--- config.mk ---
export PLATFORM = sky130hd
export DESIGN_NAME = json_string_escaper_flat
export DESIGN_NICKNAME = d
export VERILOG_FILES = /design/src/sv/jse_pkg.sv /design/src/sv/jse_if.sv /design/src/sv/jse_front.sv /design/src/sv/jse_queue.sv /design/src/sv/jse_back.sv /design/src/sv/json_string_escaper.sv /design/src/flat_wrapper.sv
export VERILOG_INCLUDE_DIRS = /design/src /design/src/sv
export SDC_FILE = /design/constraint.sdc
export NUM_CORES = 1
export LEC_CHECK = 0
export BUFFER_PORTS_ARGS = -buffer_cell sky130_fd_sc_hd__clkbuf_2
export CAP_MARGIN = 20
export CORE_MARGIN = 5
export CORE_UTILIZATION = 39
export CTS_BUF_LIST = sky130_fd_sc_hd__clkbuf_4 sky130_fd_sc_hd__clkbuf_8
export DETAILED_ROUTE_END_ITERATION = 16
export GPL_TIMING_DRIVEN = 0
export PLACE_DENSITY = 0.61
export RECOVER_POWER = 50
export SYNTH_ARGS = -nofsm -noshare
export SYNTH_HDL_FRONTEND = slang
export SYNTH_SLANG_ARGS = --single-unit
--- constraint.sdc ---
create_clock -name clk_i -period 5.7 [get_ports clk_i]
set_input_delay 0.855 -clock clk_i [delete_from_list [all_inputs] [get_ports clk_i]]
set_output_delay 0.855 -clock clk_i [all_outputs]
set_load 0.01 [all_outputs]
--- src/sv/json_string_escaper_defines.svh ---
// Assertion macros for the JSON string escaper.
// Used by the top level only; relies on clk_i and rst_ni in the including scope.
`ifndef JSON_STRING_ESCAPER_DEFINES_SVH
`define JSON_STRING_ESCAPER_DEFINES_SVH

// Same-cycle implication, checked out of reset.
`define JSE_ASSERT_NOW(label, ante, cons, msg) \
  label: assert property (@(posedge clk_i) disable iff (!rst_ni) (ante) |-> (cons)) \
    else $error(msg);

// Next-cycle implication, checked out of reset.
`define JSE_ASSERT_NEXT(label, ante, cons, msg) \
  label: assert property (@(posedge clk_i) disable iff (!rst_ni) (ante) |=> (cons)) \
    else $error(msg);

`endif

--- src/sv/jse_pkg.sv ---
// Shared types, character codes and helpers for the JSON string escaper.
// No dependencies.
`default_nettype none

package jse_pkg;

  localparam int unsigned ByteW = 8;

  localparam logic [ByteW-1:0] CharQuote     = 8'h22;
  localparam logic [ByteW-1:0] CharBackslash = 8'h5C;
  localparam logic [ByteW-1:0] CharBsp       = 8'h08;
  localparam logic [ByteW-1:0] CharFf        = 8'h0C;
  localparam logic [ByteW-1:0] CharLf        = 8'h0A;
  localparam logic [ByteW-1:0] CharCr        = 8'h0D;
  localparam logic [ByteW-1:0] CharTab       = 8'h09;
  localparam logic [ByteW-1:0] CtrlLimit     = 8'h20;

  localparam logic [ByteW-1:0] AscZero  = 8'h30;  // '0'
  localparam logic [ByteW-1:0] AscLowA  = 8'h61;  // 'a'
  localparam logic [ByteW-1:0] AscLowB  = 8'h62;  // 'b'
  localparam logic [ByteW-1:0] AscLowF  = 8'h66;  // 'f'
  localparam logic [ByteW-1:0] AscLowN  = 8'h6E;  // 'n'
  localparam logic [ByteW-1:0] AscLowR  = 8'h72;  // 'r'
  localparam logic [ByteW-1:0] AscLowT  = 8'h74;  // 't'
  localparam logic [ByteW-1:0] AscLowU  = 8'h75;  // 'u'

  // Index of a byte within one escape run; six bytes at most.
  localparam int unsigned IdxW = 3;
  localparam logic [IdxW-1:0] LenPass    = 3'd1;
  localparam logic [IdxW-1:0] LenShort   = 3'd2;
  localparam logic [IdxW-1:0] LenUnicode = 3'd6;

  typedef enum logic [1:0] {
    RUN_PASS,
    RUN_SHORT,
    RUN_UNICODE
  } run_kind_e;

  // One classified input byte waiting for the emitter.
  typedef struct packed {
    run_kind_e        kind;
    logic [ByteW-1:0] code;  // pass byte, escape letter, or raw control byte
    logic             eos;
  } run_entry_t;

  function automatic logic [ByteW-1:0] hex_lower(input logic [3:0] nib);
    logic [ByteW-1:0] r;
    if (nib < 4'd10) begin
      r = AscZero + {4'h0, nib};
    end else begin
      r = AscLowA + {4'h0, nib - 4'd10};
    end
    return r;
  endfunction

endpackage

`default_nettype wire

--- src/sv/jse_if.sv ---
// Valid/ready channel interfaces for the escaper's input and output streams.
// Depends on jse_pkg for the byte width.
`default_nettype none

interface jse_in_if import jse_pkg::*; ();
  logic             valid;
  logic             ready;
  logic [ByteW-1:0] char_byte;
  logic             end_of_string;

  modport source (output valid, output char_byte, output end_of_string, input ready);
  modport sink (input valid, input char_byte, input end_of_string, output ready);
endinterface

interface jse_out_if import jse_pkg::*; ();
  logic             valid;
  logic             ready;
  logic [ByteW-1:0] out_byte;
  logic             run_last;
  logic             string_last;

  modport source (output valid, output out_byte, output run_last, output string_last,
                  input ready);
  modport sink (input valid, input out_byte, input run_last, input string_last,
                output ready);
endinterface

`default_nettype wire

--- src/sv/jse_front.sv ---
// Front end: accepts string bytes and classifies each into an escape run.
// Depends on jse_pkg.
`default_nettype none

module jse_front import jse_pkg::*; (
  input  wire logic [ByteW-1:0] char_byte_i,
  input  wire logic             end_of_string_i,
  output run_entry_t            entry_o
);

  always_comb begin
    entry_o.kind = RUN_PASS;
    entry_o.code = char_byte_i;
    entry_o.eos  = end_of_string_i;
    unique case (char_byte_i)
      CharQuote: begin
        entry_o.kind = RUN_SHORT;
        entry_o.code = CharQuote;
      end
      CharBackslash: begin
        entry_o.kind = RUN_SHORT;
        entry_o.code = CharBackslash;
      end
      CharBsp: begin
        entry_o.kind = RUN_SHORT;
        entry_o.code = AscLowB;
      end
      CharFf: begin
        entry_o.kind = RUN_SHORT;
        entry_o.code = AscLowF;
      end
      CharLf: begin
        entry_o.kind = RUN_SHORT;
        entry_o.code = AscLowN;
      end
      CharCr: begin
        entry_o.kind = RUN_SHORT;
        entry_o.code = AscLowR;
      end
      CharTab: begin
        entry_o.kind = RUN_SHORT;
        entry_o.code = AscLowT;
      end
      default: begin
        // other control bytes keep the raw value for the hex digits
        if (char_byte_i < CtrlLimit) begin
          entry_o.kind = RUN_UNICODE;
        end
      end
    endcase
  end

endmodule

`default_nettype wire

--- src/sv/jse_queue.sv ---
// Short FIFO of classified runs between the front end and the emitter.
// Depends on jse_pkg.
`default_nettype none

module jse_queue import jse_pkg::*; #(
  parameter int unsigned Depth = 2
) (
  input  wire logic       clk_i,
  input  wire logic       rst_ni,
  input  wire logic       push_i,
  input  wire run_entry_t push_entry_i,
  output logic            full_o,
  input  wire logic       pop_i,
  output logic            head_valid_o,
  output run_entry_t      head_o
);

  localparam int unsigned PtrW = (Depth > 1) ? $clog2(Depth) : 1;
  localparam int unsigned CntW = $clog2(Depth + 1);

  run_entry_t      mem_q [Depth];
  logic [PtrW-1:0] wr_ptr_q, wr_ptr_d;
  logic [PtrW-1:0] rd_ptr_q, rd_ptr_d;
  logic [CntW-1:0] cnt_q, cnt_d;
  logic            do_push, do_pop;

  assign full_o       = (cnt_q == CntW'(Depth));
  assign head_valid_o = (cnt_q != '0);
  assign head_o       = mem_q[rd_ptr_q];
  assign do_push      = push_i && !full_o;
  assign do_pop       = pop_i && head_valid_o;

  always_comb begin
    wr_ptr_d = wr_ptr_q;
    rd_ptr_d = rd_ptr_q;
    cnt_d    = cnt_q;
    if (do_push) begin
      wr_ptr_d = (wr_ptr_q == PtrW'(Depth - 1)) ? '0 : wr_ptr_q + 1'b1;
    end
    if (do_pop) begin
      rd_ptr_d = (rd_ptr_q == PtrW'(Depth - 1)) ? '0 : rd_ptr_q + 1'b1;
    end
    if (do_push && !do_pop) begin
      cnt_d = cnt_q + 1'b1;
    end else if (do_pop && !do_push) begin
      cnt_d = cnt_q - 1'b1;
    end
  end

  always_ff @(posedge clk_i or negedge rst_ni) begin
    if (!rst_ni) begin
      wr_ptr_q <= '0;
      rd_ptr_q <= '0;
      cnt_q    <= '0;
    end else begin
      wr_ptr_q <= wr_ptr_d;
      rd_ptr_q <= rd_ptr_d;
      cnt_q    <= cnt_d;
    end
  end

  always_ff @(posedge clk_i) begin
    if (do_push) begin
      mem_q[wr_ptr_q] <= push_entry_i;
    end
  end

endmodule

`default_nettype wire

--- src/sv/jse_back.sv ---
// Back end: expands the head run into output bytes, one per cycle while the
// output accepts them, into an output register. Depends on jse_pkg.
`default_nettype none

module jse_back import jse_pkg::*; (
  input  wire logic             clk_i,
  input  wire logic             rst_ni,
  input  wire logic             head_valid_i,
  input  wire run_entry_t       head_i,
  output logic                  pop_o,
  output logic                  out_valid_o,
  input  wire logic             out_ready_i,
  output logic [ByteW-1:0]      out_byte_o,
  output logic                  run_last_o,
  output logic                  string_last_o
);

  logic [IdxW-1:0]  idx_q, idx_d;
  logic [IdxW-1:0]  run_len;
  logic [ByteW-1:0] byte_sel;
  logic             is_last;
  logic             load;
  logic             valid_q, valid_d;
  logic [ByteW-1:0] byte_q;
  logic             run_last_q;
  logic             string_last_q;

  always_comb begin
    run_len  = LenPass;
    byte_sel = head_i.code;
    unique case (head_i.kind)
      RUN_PASS: begin
        run_len  = LenPass;
        byte_sel = head_i.code;
      end
      RUN_SHORT: begin
        run_len  = LenShort;
        byte_sel = (idx_q == '0) ? CharBackslash : head_i.code;
      end
      RUN_UNICODE: begin
        run_len = LenUnicode;
        unique case (idx_q)
          3'd0:    byte_sel = CharBackslash;
          3'd1:    byte_sel = AscLowU;
          3'd2:    byte_sel = AscZero;
          3'd3:    byte_sel = AscZero;
          3'd4:    byte_sel = hex_lower(head_i.code[7:4]);
          default: byte_sel = hex_lower(head_i.code[3:0]);
        endcase
      end
      default: begin
        run_len  = LenPass;
        byte_sel = head_i.code;
      end
    endcase
  end

  assign is_last = (idx_q == run_len - 1'b1);
  // load the output register when a run is waiting and the register is empty or being drained
  assign load    = head_valid_i && (!valid_q || out_ready_i);
  assign pop_o   = load && is_last;

  always_comb begin
    idx_d   = idx_q;
    valid_d = valid_q;
    if (load) begin
      valid_d = 1'b1;
      idx_d   = is_last ? '0 : idx_q + 1'b1;
    end else if (out_ready_i) begin
      valid_d = 1'b0;
    end
  end

  always_ff @(posedge clk_i or negedge rst_ni) begin
    if (!rst_ni) begin
      idx_q   <= '0;
      valid_q <= 1'b0;
    end else begin
      idx_q   <= idx_d;
      valid_q <= valid_d;
    end
  end

  always_ff @(posedge clk_i) begin
    if (load) begin
      byte_q        <= byte_sel;
      run_last_q    <= is_last;
      string_last_q <= is_last && head_i.eos;
    end
  end

  assign out_valid_o   = valid_q;
  assign out_byte_o    = byte_q;
  assign run_last_o    = run_last_q;
  assign string_last_o = string_last_q;

endmodule

`default_nettype wire

--- src/sv/json_string_escaper.sv ---
// JSON string escaper: one string byte per input transfer, its escaped form
// out as one to six byte transfers, each marked with run_last and, on the
// final byte of the string, string_last. Printable bytes pass at one per
// cycle while the output is ready, via the run queue and output register;
// a short escape is two bytes and a \u00XX escape six, as the emitter drives
// one byte per cycle. A QueueDepth-entry run queue lets input flow meanwhile.
`default_nettype none

`include "json_string_escaper_defines.svh"

module json_string_escaper import jse_pkg::*; #(
  parameter int unsigned QueueDepth = 2
) (
  input  wire logic  clk_i,
  input  wire logic  rst_ni,
  jse_in_if.sink     in_i,
  jse_out_if.source  out_o
);

  run_entry_t front_entry;
  run_entry_t head_entry;
  logic       q_full;
  logic       q_head_valid;
  logic       q_pop;

  assign in_i.ready = !q_full;

  jse_front u_front (
    .char_byte_i     (in_i.char_byte),
    .end_of_string_i (in_i.end_of_string),
    .entry_o         (front_entry)
  );

  jse_queue #(
    .Depth (QueueDepth)
  ) u_queue (
    .clk_i        (clk_i),
    .rst_ni       (rst_ni),
    .push_i       (in_i.valid),
    .push_entry_i (front_entry),
    .full_o       (q_full),
    .pop_i        (q_pop),
    .head_valid_o (q_head_valid),
    .head_o       (head_entry)
  );

  jse_back u_back (
    .clk_i         (clk_i),
    .rst_ni        (rst_ni),
    .head_valid_i  (q_head_valid),
    .head_i        (head_entry),
    .pop_o         (q_pop),
    .out_valid_o   (out_o.valid),
    .out_ready_i   (out_o.ready),
    .out_byte_o    (out_o.out_byte),
    .run_last_o    (out_o.run_last),
    .string_last_o (out_o.string_last)
  );

  // A run, once started, keeps the output busy until its last byte.
  `JSE_ASSERT_NEXT(a_run_continues, out_o.valid && out_o.ready && !out_o.run_last,
                   out_o.valid, "escape run broken before its last byte")
  // The string end only ever lands on the closing byte of a run.
  `JSE_ASSERT_NOW(a_eos_on_run_end, out_o.valid && out_o.string_last, out_o.run_last,
                  "string end flagged inside a run")
  // Input stalls only because the run queue is full.
  `JSE_ASSERT_NOW(a_stall_only_when_full, in_i.valid && !in_i.ready,
                  q_full && q_head_valid, "input stalled with room in the queue")

endmodule

`default_nettype wire

--- src/flat_wrapper.sv ---
// flat-port wrapper written by rule: the top's interface ports become plain ports
module json_string_escaper_flat import jse_pkg::*;
#(
  parameter int unsigned QueueDepth = 2
)
  (clk_i, rst_ni, in_i_valid, in_i_char_byte, in_i_end_of_string, in_i_ready, out_o_valid, out_o_out_byte, out_o_run_last, out_o_string_last, out_o_ready);
  jse_in_if in_i_i ();
  jse_out_if out_o_i ();
  input  wire logic clk_i;
  input  wire logic rst_ni;
  input wire logic [$bits(in_i_i.valid)-1:0] in_i_valid;
  input wire logic [$bits(in_i_i.char_byte)-1:0] in_i_char_byte;
  input wire logic [$bits(in_i_i.end_of_string)-1:0] in_i_end_of_string;
  output wire logic [$bits(in_i_i.ready)-1:0] in_i_ready;
  output wire logic [$bits(out_o_i.valid)-1:0] out_o_valid;
  output wire logic [$bits(out_o_i.out_byte)-1:0] out_o_out_byte;
  output wire logic [$bits(out_o_i.run_last)-1:0] out_o_run_last;
  output wire logic [$bits(out_o_i.string_last)-1:0] out_o_string_last;
  input wire logic [$bits(out_o_i.ready)-1:0] out_o_ready;
  assign in_i_i.valid = in_i_valid;
  assign in_i_i.char_byte = in_i_char_byte;
  assign in_i_i.end_of_string = in_i_end_of_string;
  assign in_i_ready = in_i_i.ready;
  assign out_o_valid = out_o_i.valid;
  assign out_o_out_byte = out_o_i.out_byte;
  assign out_o_run_last = out_o_i.run_last;
  assign out_o_string_last = out_o_i.string_last;
  assign out_o_i.ready = out_o_ready;
  json_string_escaper #(.QueueDepth(QueueDepth)) u_core (.clk_i(clk_i), .rst_ni(rst_ni), .in_i(in_i_i), .out_o(out_o_i));
endmodule
==> Word level (Yosys, flattened, before mapping) <==
Memory sizes are Yosys's and may differ from the RTL's.
Cells that the tools add are included.
{ "op_classes": {"order_cmp": 3, "reduce_logical": 18, "n_mux": 18, "add_sub_neg": 12, "eq_ne": 15} }
{ "op_table": {"columns": ["op", "count"], "rows": [
  ["one-hot mux 8 bit (7 select lines)", 1],
  ["equality test 8 x 4 -> 1 bit, second input constant", 5],
  ["one-hot mux 8 bit (4 select lines)", 1],
  ["two-way mux 8 bit", 3],
  ["adder 7 x 4 -> 8 bit, first input constant", 2],
  ["one-hot mux 8 bit (2 select lines)", 1],
  ["adder 6 x 4 -> 7 bit, first input constant", 2],
  ["equality test 8 x 6 -> 1 bit, second input constant", 1],
  ["equality test 8 x 7 -> 1 bit, second input constant", 1],
  ["less-than comparator 4 bit, second input constant", 2],
  ["less-than comparator 8 x 6 -> 1 bit, second input constant", 1],
  ["two-way mux 2 bit", 4],
  ["subtractor 4 bit, second input constant", 2],
  ["logical AND 1 bit", 7],
  ["OR reduction 7 bit", 1],
  ["equality test 3 x 2 -> 1 bit, second input constant", 2],
  ["two-way mux 1 bit", 6],
  ["one-hot mux 3 bit (2 select lines)", 1],
  ["nonzero test 2 bit", 3],
  ["equality test 2 bit, second input constant", 2],
  ["logical NOT 1 bit", 4],
  ["adder 3 x 1 -> 3 bit, second input constant", 1],
  ["equality test 3 x 1 -> 1 bit, second input constant", 1],
  ["equality test 3 bit", 1],
  ["other kinds (10)", 11]
]} }
{ "totals": {"regBits": 18, "ramBits": 22, "memories": 1, "out_inout_bits": 12, "wordCells": 75} }
{ "memory_table": {"columns": ["memory", "words", "word_bits", "read_ports", "rd_clocked_by_memory_dff", "write_ports", "line_no", "source"], "rows": [
  ["u_core.u_queue.mem_q", 2, 11, 1, 0, 1, "jse_queue.sv:21", "run_entry_t mem_q [Depth];"]
]} }

==> Logic depth before layout (Yosys ltp) <==
An unclocked memory read counts as a cell.
{ "logic_depth": {"ltp_word": 10, "ltp_mapped": 13, "ltp_nobuf": 10} }

==> By module <==
Synthesis repeated with hierarchy kept, for this count alone.
{ "hier_totals": {"hier_cells": 218, "hier_area_um2": 2481.1} }
{ "by_module_without_submodules": {"columns": ["mod", "area_per_inst_um2", "cells_each", "instances", "seq_area_each_um2"], "rows": [
  ["jse_back", 1161.1, 128, 1, 400.4],
  ["jse_queue", 1039.7, 53, 1, 760.7],
  ["jse_front", 276.5, 36, 1, 0.0],
  ["json_string_escaper", 3.8, 1, 1, 0.0]
]} }

==> Worst setup path after synthesis <==
Ideal clock, no wire load.
{ "synth_path": {"path_kind": "reg-to-reg", "from": "register u_core.u_queue.rd_ptr_q", "to": "register u_core.u_queue.cnt_q[1]", "t_required_ns": 5.621, "path_stages_with_launch": 14, "arrival_ns": 2.539, "slack_ns": 3.081, "n_path_buf": 3, "period_less_slack_ns": 2.619, "setup_ns": 0.079, "cell_sequence": "dfrtp_1 -> buf_6 -> buf_2 -> mux2i_1 -> inv_1 -> ha_1 -> clkbuf_1 -> xnor2_1 -> nor3_1 -> nand2_1 -> ha_1 -> xor2_1 -> nor2_1 -> xor2_1"} }
{ "synth_via": {"elab_chain_len": 10} }
{ "synth_lines": {"columns": ["item", "line_no", "source"], "rows": [
  ["start, declared", "jse_queue.sv:23", "logic [PtrW-1:0] rd_ptr_q, rd_ptr_d;"],
  ["start signal, assigned", "jse_queue.sv:57", "rd_ptr_q <= rd_ptr_d;"],
  ["memory (2 x 11 bit) (*)", null, null],
  ["equality test 2 bit / equality test 2 x 1 -> 1 bit (equally long branches)", "jse_back.sv:31", "unique case (head_i.kind)"],
  ["one-hot mux 3 bit (2 select lines) (*)", "jse_back.sv:31", null],
  ["subtractor 3 x 1 -> 3 bit (*)", "jse_back.sv:58", "assign is_last = (idx_q == run_len - 1'b1);"],
  ["equality test 3 bit (*)", "jse_back.sv:58", null],
  ["named net u_core.u_back.is_last", "jse_back.sv:21", "logic is_last;"],
  ["logical AND 1 bit (*)", "jse_back.sv:61", "assign pop_o = load && is_last;"],
  ["logical AND 1 bit (*)", "jse_queue.sv:31", "assign do_pop = pop_i && head_valid_o;"],
  ["logical NOT 1 bit", "jse_queue.sv:43", "if (do_push && !do_pop) begin"],
  ["logical AND 1 bit", "jse_queue.sv:43", null],
  ["two-way mux 2 bit / nonzero test 2 bit (equally long branches)", null, null],
  ["end signal, assigned", "jse_queue.sv:58", "cnt_q <= cnt_d;"],
  ["end, declared", "jse_queue.sv:24", "logic [CntW-1:0] cnt_q, cnt_d;"]
]} }
The timed path passes the listed nets; every way through them passes the cells marked *.
A chain may end at the register's enable or synchronous reset.

==> Worst setup path after layout <==
Same ends and word-level chain as after synthesis.

==> out/qor.txt <==
======================================================================================================
Area growth, synth to finish ............................................................        12.0%
Initial antenna violation count .........................................................            0
Vias in the first global route ..........................................................         1583
Cell-internal power .....................................................................     0.825 mW
Critical path start-end classification ..................................................   reg -> reg
Endpoints failing hold ..................................................................            0
Worst skew pair latency .................................................................      0.29 ns
Share of total power consumed by net switching ..........................................        41.2%
Peak VDD IR .............................................................................     0.178 mV
Antenna Violating Nets Remaining ........................................................            0
Maximum root-to-sink buffer count .......................................................            2
Total grt overflow ......................................................................            0
Detailed Route Iter0 Violations .........................................................           84
Ys flop type ............................................................................ sky130_fd_sc_hd__edfxtp_1
RSZ-0062 raised after global routing ....................................................        false
Cell count of the worst reg-to-reg path .................................................           12
Inst Count DP ...........................................................................          303
Signal arrival time at the worst endpoint ...............................................      3.37 ns
TritonCTS Sinks .........................................................................           40
Final setup vio count ...................................................................            0
CP Depth ................................................................................           12
Dominant cell type by count on the critical path ........................................ sky130_fd_sc_hd__ha_1
Part of the power in the clock network ..................................................        12.9%
Total global-route track usage ..........................................................        12.2%
Clock transition at the register clock pins on the worst setup and hold paths after CTS .      0.08 ns
Number of inserted diodes ...............................................................            0
Result of the run ....................................................................... finished, final reports clean
Critical Path Max Stage Delay ...........................................................      0.40 ns
Share of the yosys chip area belonging to registers .....................................        50.9%
Average detailed-routed wire length per instance ........................................      13.8 um
Hold WC Path Type .......................................................................  in -> async
P per Cell Area .........................................................................  549 nW/um^2
Leading area contributor after synthesis ................................................ sky130_fd_sc_hd__edfxtp_1
Top Ports ...............................................................................           25
CTS-repair resized insts ................................................................            0
DRC violation count after routing .......................................................            0
Cells after Synth .......................................................................          208
Post-synthesis area per instance ........................................................   11.0 sq um
Switching pwr ...........................................................................     0.578 mW
Detailed-route wire length ..............................................................      4.29 mm
Number of maximum-capacitance violations ................................................            0
CTS Buf Count ...........................................................................            5
Cell with the largest stage delay on the worst path ..................................... sky130_fd_sc_hd__nor3_1
Vias post-DR ............................................................................         1612
First-pass GRT wire length ..............................................................      7.29 mm
Synthesized area ........................................................................   2280 sq um
Max_slew headroom .......................................................................        42.6%
Number of register bits inferred by synthesis ...........................................           40
Tightest Pin Transition .................................................................     0.857 ns
Min Clock Period, post-route ............................................................      3.15 ns
Post-Syn Nets ...........................................................................          235
Setup TNS Final .........................................................................         0 ns
Warnings, synthesis .....................................................................            0
Max Slew Vio Count ......................................................................            0
Total Power Consumption .................................................................      1.40 mW
Horizontal die dimension ................................................................      86.5 um
Crit path buf inv count .................................................................            4
Die Outline Area ........................................................................   7480 sq um
Post-detail-place hpwl ..................................................................      3.28 mm
CTS H-tree depth ........................................................................            2
Required time of the critical path ......................................................      5.92 ns
Gp weighted congestion ..................................................................        0.913
Detailed-route vias per instance ........................................................         5.18
Number of buffers added for setup after CTS .............................................            0
Maximum number of pins on one net before global-route repair ............................           16
Number of enable flip-flop cells after synthesis ........................................           32
Count of input and output buffers .......................................................           23
Startpoint Class ........................................................................         flop
Root buffer selected by CTS ............................................................. sky130_fd_sc_hd__clkbuf_8
Core utilization of the finished layout .................................................        45.6%
Dominant delay contributor by cell family on the critical path .......................... buffers and inverters
Final clock skew ........................................................................   0.00815 ns
Number of cells in the finished layout apart from fillers ...............................          311
Ranking of synthesized cells by area .................................................... sky130_fd_sc_hd__edfxtp_1, sky130_fd_sc_hd__dfrtp_1, sky130_fd_sc_hd__ha_1
Critical Path, Cell by Cell ............................................................. buf_6, buf_2, mux2i_1, inv_1, ha_1, clkbuf_1, xnor2_1, nor3_1, nand2_1, ha_1, nor2_1, xor2_1
Placeable Area ..........................................................................   5610 sq um
Combinational share of power ............................................................        51.5%
Y dimension of the die ..................................................................      86.5 um
Share of total power in sequential cells ................................................        35.6%
Post-CTS Hold Fix Bufs ..................................................................            0
Share of flip-flops with an asynchronous set or reset after synthesis ...................        20.0%
Kind of end point of the critical path ..................................................         flop
Top cell type's share of synthesized area ...............................................        42.1%
Starting density of the core ............................................................        40.7%
TritonCTS clock tree ....................................................................          yes
Fraction of final layout cells with drive strength greater than 1 .......................        10.0%
Highest Clock Rate ......................................................................      318 MHz
Area of all placed cells without fillers ................................................   2550 sq um
Number of optimization iterations in the first detailed-route pass ......................            4
Placed cell area ........................................................................   2490 sq um
Period utilisation layout ...............................................................        55.2%
Leakage power ...........................................................................      1.00 nW
Distinct cell type count after synthesis ................................................           46
Number of core rows .....................................................................           27
Top fanout value on the critical path ...................................................           10
Net total in the final layout ...........................................................          265
======================================================================================================
## Yosys cell counts, types with 2 or more instances
master                     instances
sky130_fd_sc_hd__edfxtp_1         32
sky130_fd_sc_hd__nor2_1           21
sky130_fd_sc_hd__ha_1             14
sky130_fd_sc_hd__o21ai_0          14
sky130_fd_sc_hd__inv_1            13
sky130_fd_sc_hd__nand2_1          12
sky130_fd_sc_hd__a21oi_1           9
sky130_fd_sc_hd__mux2i_1           9
sky130_fd_sc_hd__dfrtp_1           8
sky130_fd_sc_hd__xnor2_1           7
sky130_fd_sc_hd__nor3_1            6
sky130_fd_sc_hd__xor2_1            6
sky130_fd_sc_hd__o22ai_1           5
sky130_fd_sc_hd__clkbuf_1          4
sky130_fd_sc_hd__nand2b_1          4
sky130_fd_sc_hd__nor2b_1           4
sky130_fd_sc_hd__nor4_1            4
sky130_fd_sc_hd__o32ai_1           3
sky130_fd_sc_hd__a211oi_1          2
sky130_fd_sc_hd__a31o_2            2
sky130_fd_sc_hd__mux2_2            2
sky130_fd_sc_hd__nand4_1           2
sky130_fd_sc_hd__or3_1             2
## layer usage
layer	vias up	track usage, %	share of wire (%)
li1	826	-	-
met1	733	15.4	46
met2	46	20.2	47
met3	7	2.66	4.6
met4	0	4.96	2.1
met5	-	0	0
## area by class of cell
| cell class | count | area [sq um] |
|---|---|---|
| Sequential cell | 40 | 1160 |
| Buffer | 6 | 31.3 |
| Timing Repair Buffer | 23 | 96.3 |
| Tap cell | 72 | 90.1 |
| Inverter | 13 | 48.8 |
| Clock buffer | 6 | 76.3 |
| Clock inverter | 2 | 11.3 |
| Multi-Input combinational cell | 149 | 1040 |
| Fill cell | 562 | 3050 |
## worst register-to-register path: cells and delay by family (launching register included)
kind,cells,cell delay [ns]
buffers and inverters,4,0.78
AND/OR/NAND/NOR,3,0.72
adder cells (fa/ha/maj),2,0.63
flip-flops,1,0.35
multiplexers,1,0.33
XOR/XNOR,2,0.27
## power by group through the flow
stage	clock, mW	combinational, mW	sequential, mW
after CTS	0.188	0.737	0.501
after global placement	0	0.726	0.503
final	0.181	0.723	0.499
after global routing	0.198	0.815	0.512
after floorplan	0	0.530	0.520
after detailed placement	0	0.731	0.507
## sequential cells by signal, indices dropped and copies added, names as in the netlist
register                     count
u_core.u_back.out_valid_o        1
u_core.u_queue.cnt_q             2
u_core.u_back.idx_q              3
u_core.u_back.string_last_o      1
u_core.u_back.run_last_o         1
u_core.u_queue.mem_q            22
u_core.u_queue.rd_ptr_q          1
u_core.u_back.out_byte_o         8
u_core.u_queue.wr_ptr_q          1
## cells by family (layout without fill, tap and decap cells)
logic type      after synthesis  in the layout  share of synthesized area (%)
buf+inv                      19             50                           3.51
flops                        40             40                           50.9
compound gates               48             48                           13.8
fa+ha+maj                    14             14                           7.68
simple gates                 62             62                           13.5
xor+xnor                     13             13                           4.99
mux                          12             12                           5.60
## worst paths after layout
check	slack, ns	endpoint	start
worst min-delay path	0.48	u_core.u_back.out_valid_o	rst_ni
max in group asynchronous	4.90	u_core.u_back.idx_q[1]	rst_ni
worst max register to register	2.55	u_core.u_queue.cnt_q[1]	u_core.u_queue.rd_ptr_q
min in group clk_i	0.50	u_core.u_back.out_valid_o	u_core.u_back.out_valid_o
worst min register to register	0.50	u_core.u_back.out_valid_o	u_core.u_back.out_valid_o
worst max-delay path	2.55	u_core.u_queue.cnt_q[1]	u_core.u_queue.rd_ptr_q
## per-stage QoR
stage / setup WS [ns] / hold slack [ns]
3_3_place_gp: 2.61 / 0.476
6_report: 2.55 / 0.482
2_1_floorplan: 3.08 / 0.461
5_1_grt: 2.23 / 0.522
3_5_place_dp: 2.59 / 0.483
4_1_cts: 2.53 / 0.403
## cell usage in the layout (no fill, tap or decap), drive strengths merged, types with 2 or more instances in the layout
cell and count:
clkbuf 33, edfxtp 32, nor2 21, o21ai 15, ha 14, inv 13
nand2 12, mux2i 9, a21oi 9, dfrtp 8, xnor2 7, nor3 6
xor2 6, o22ai 5, nor2b 4, nand2b 4, nor4 4, o32ai 3
mux2 3, nand4 2, a31o 2, a211oi 2, or3 2, buf 2
and3 2
Note: power is estimated with default switching activity, not from simulation.
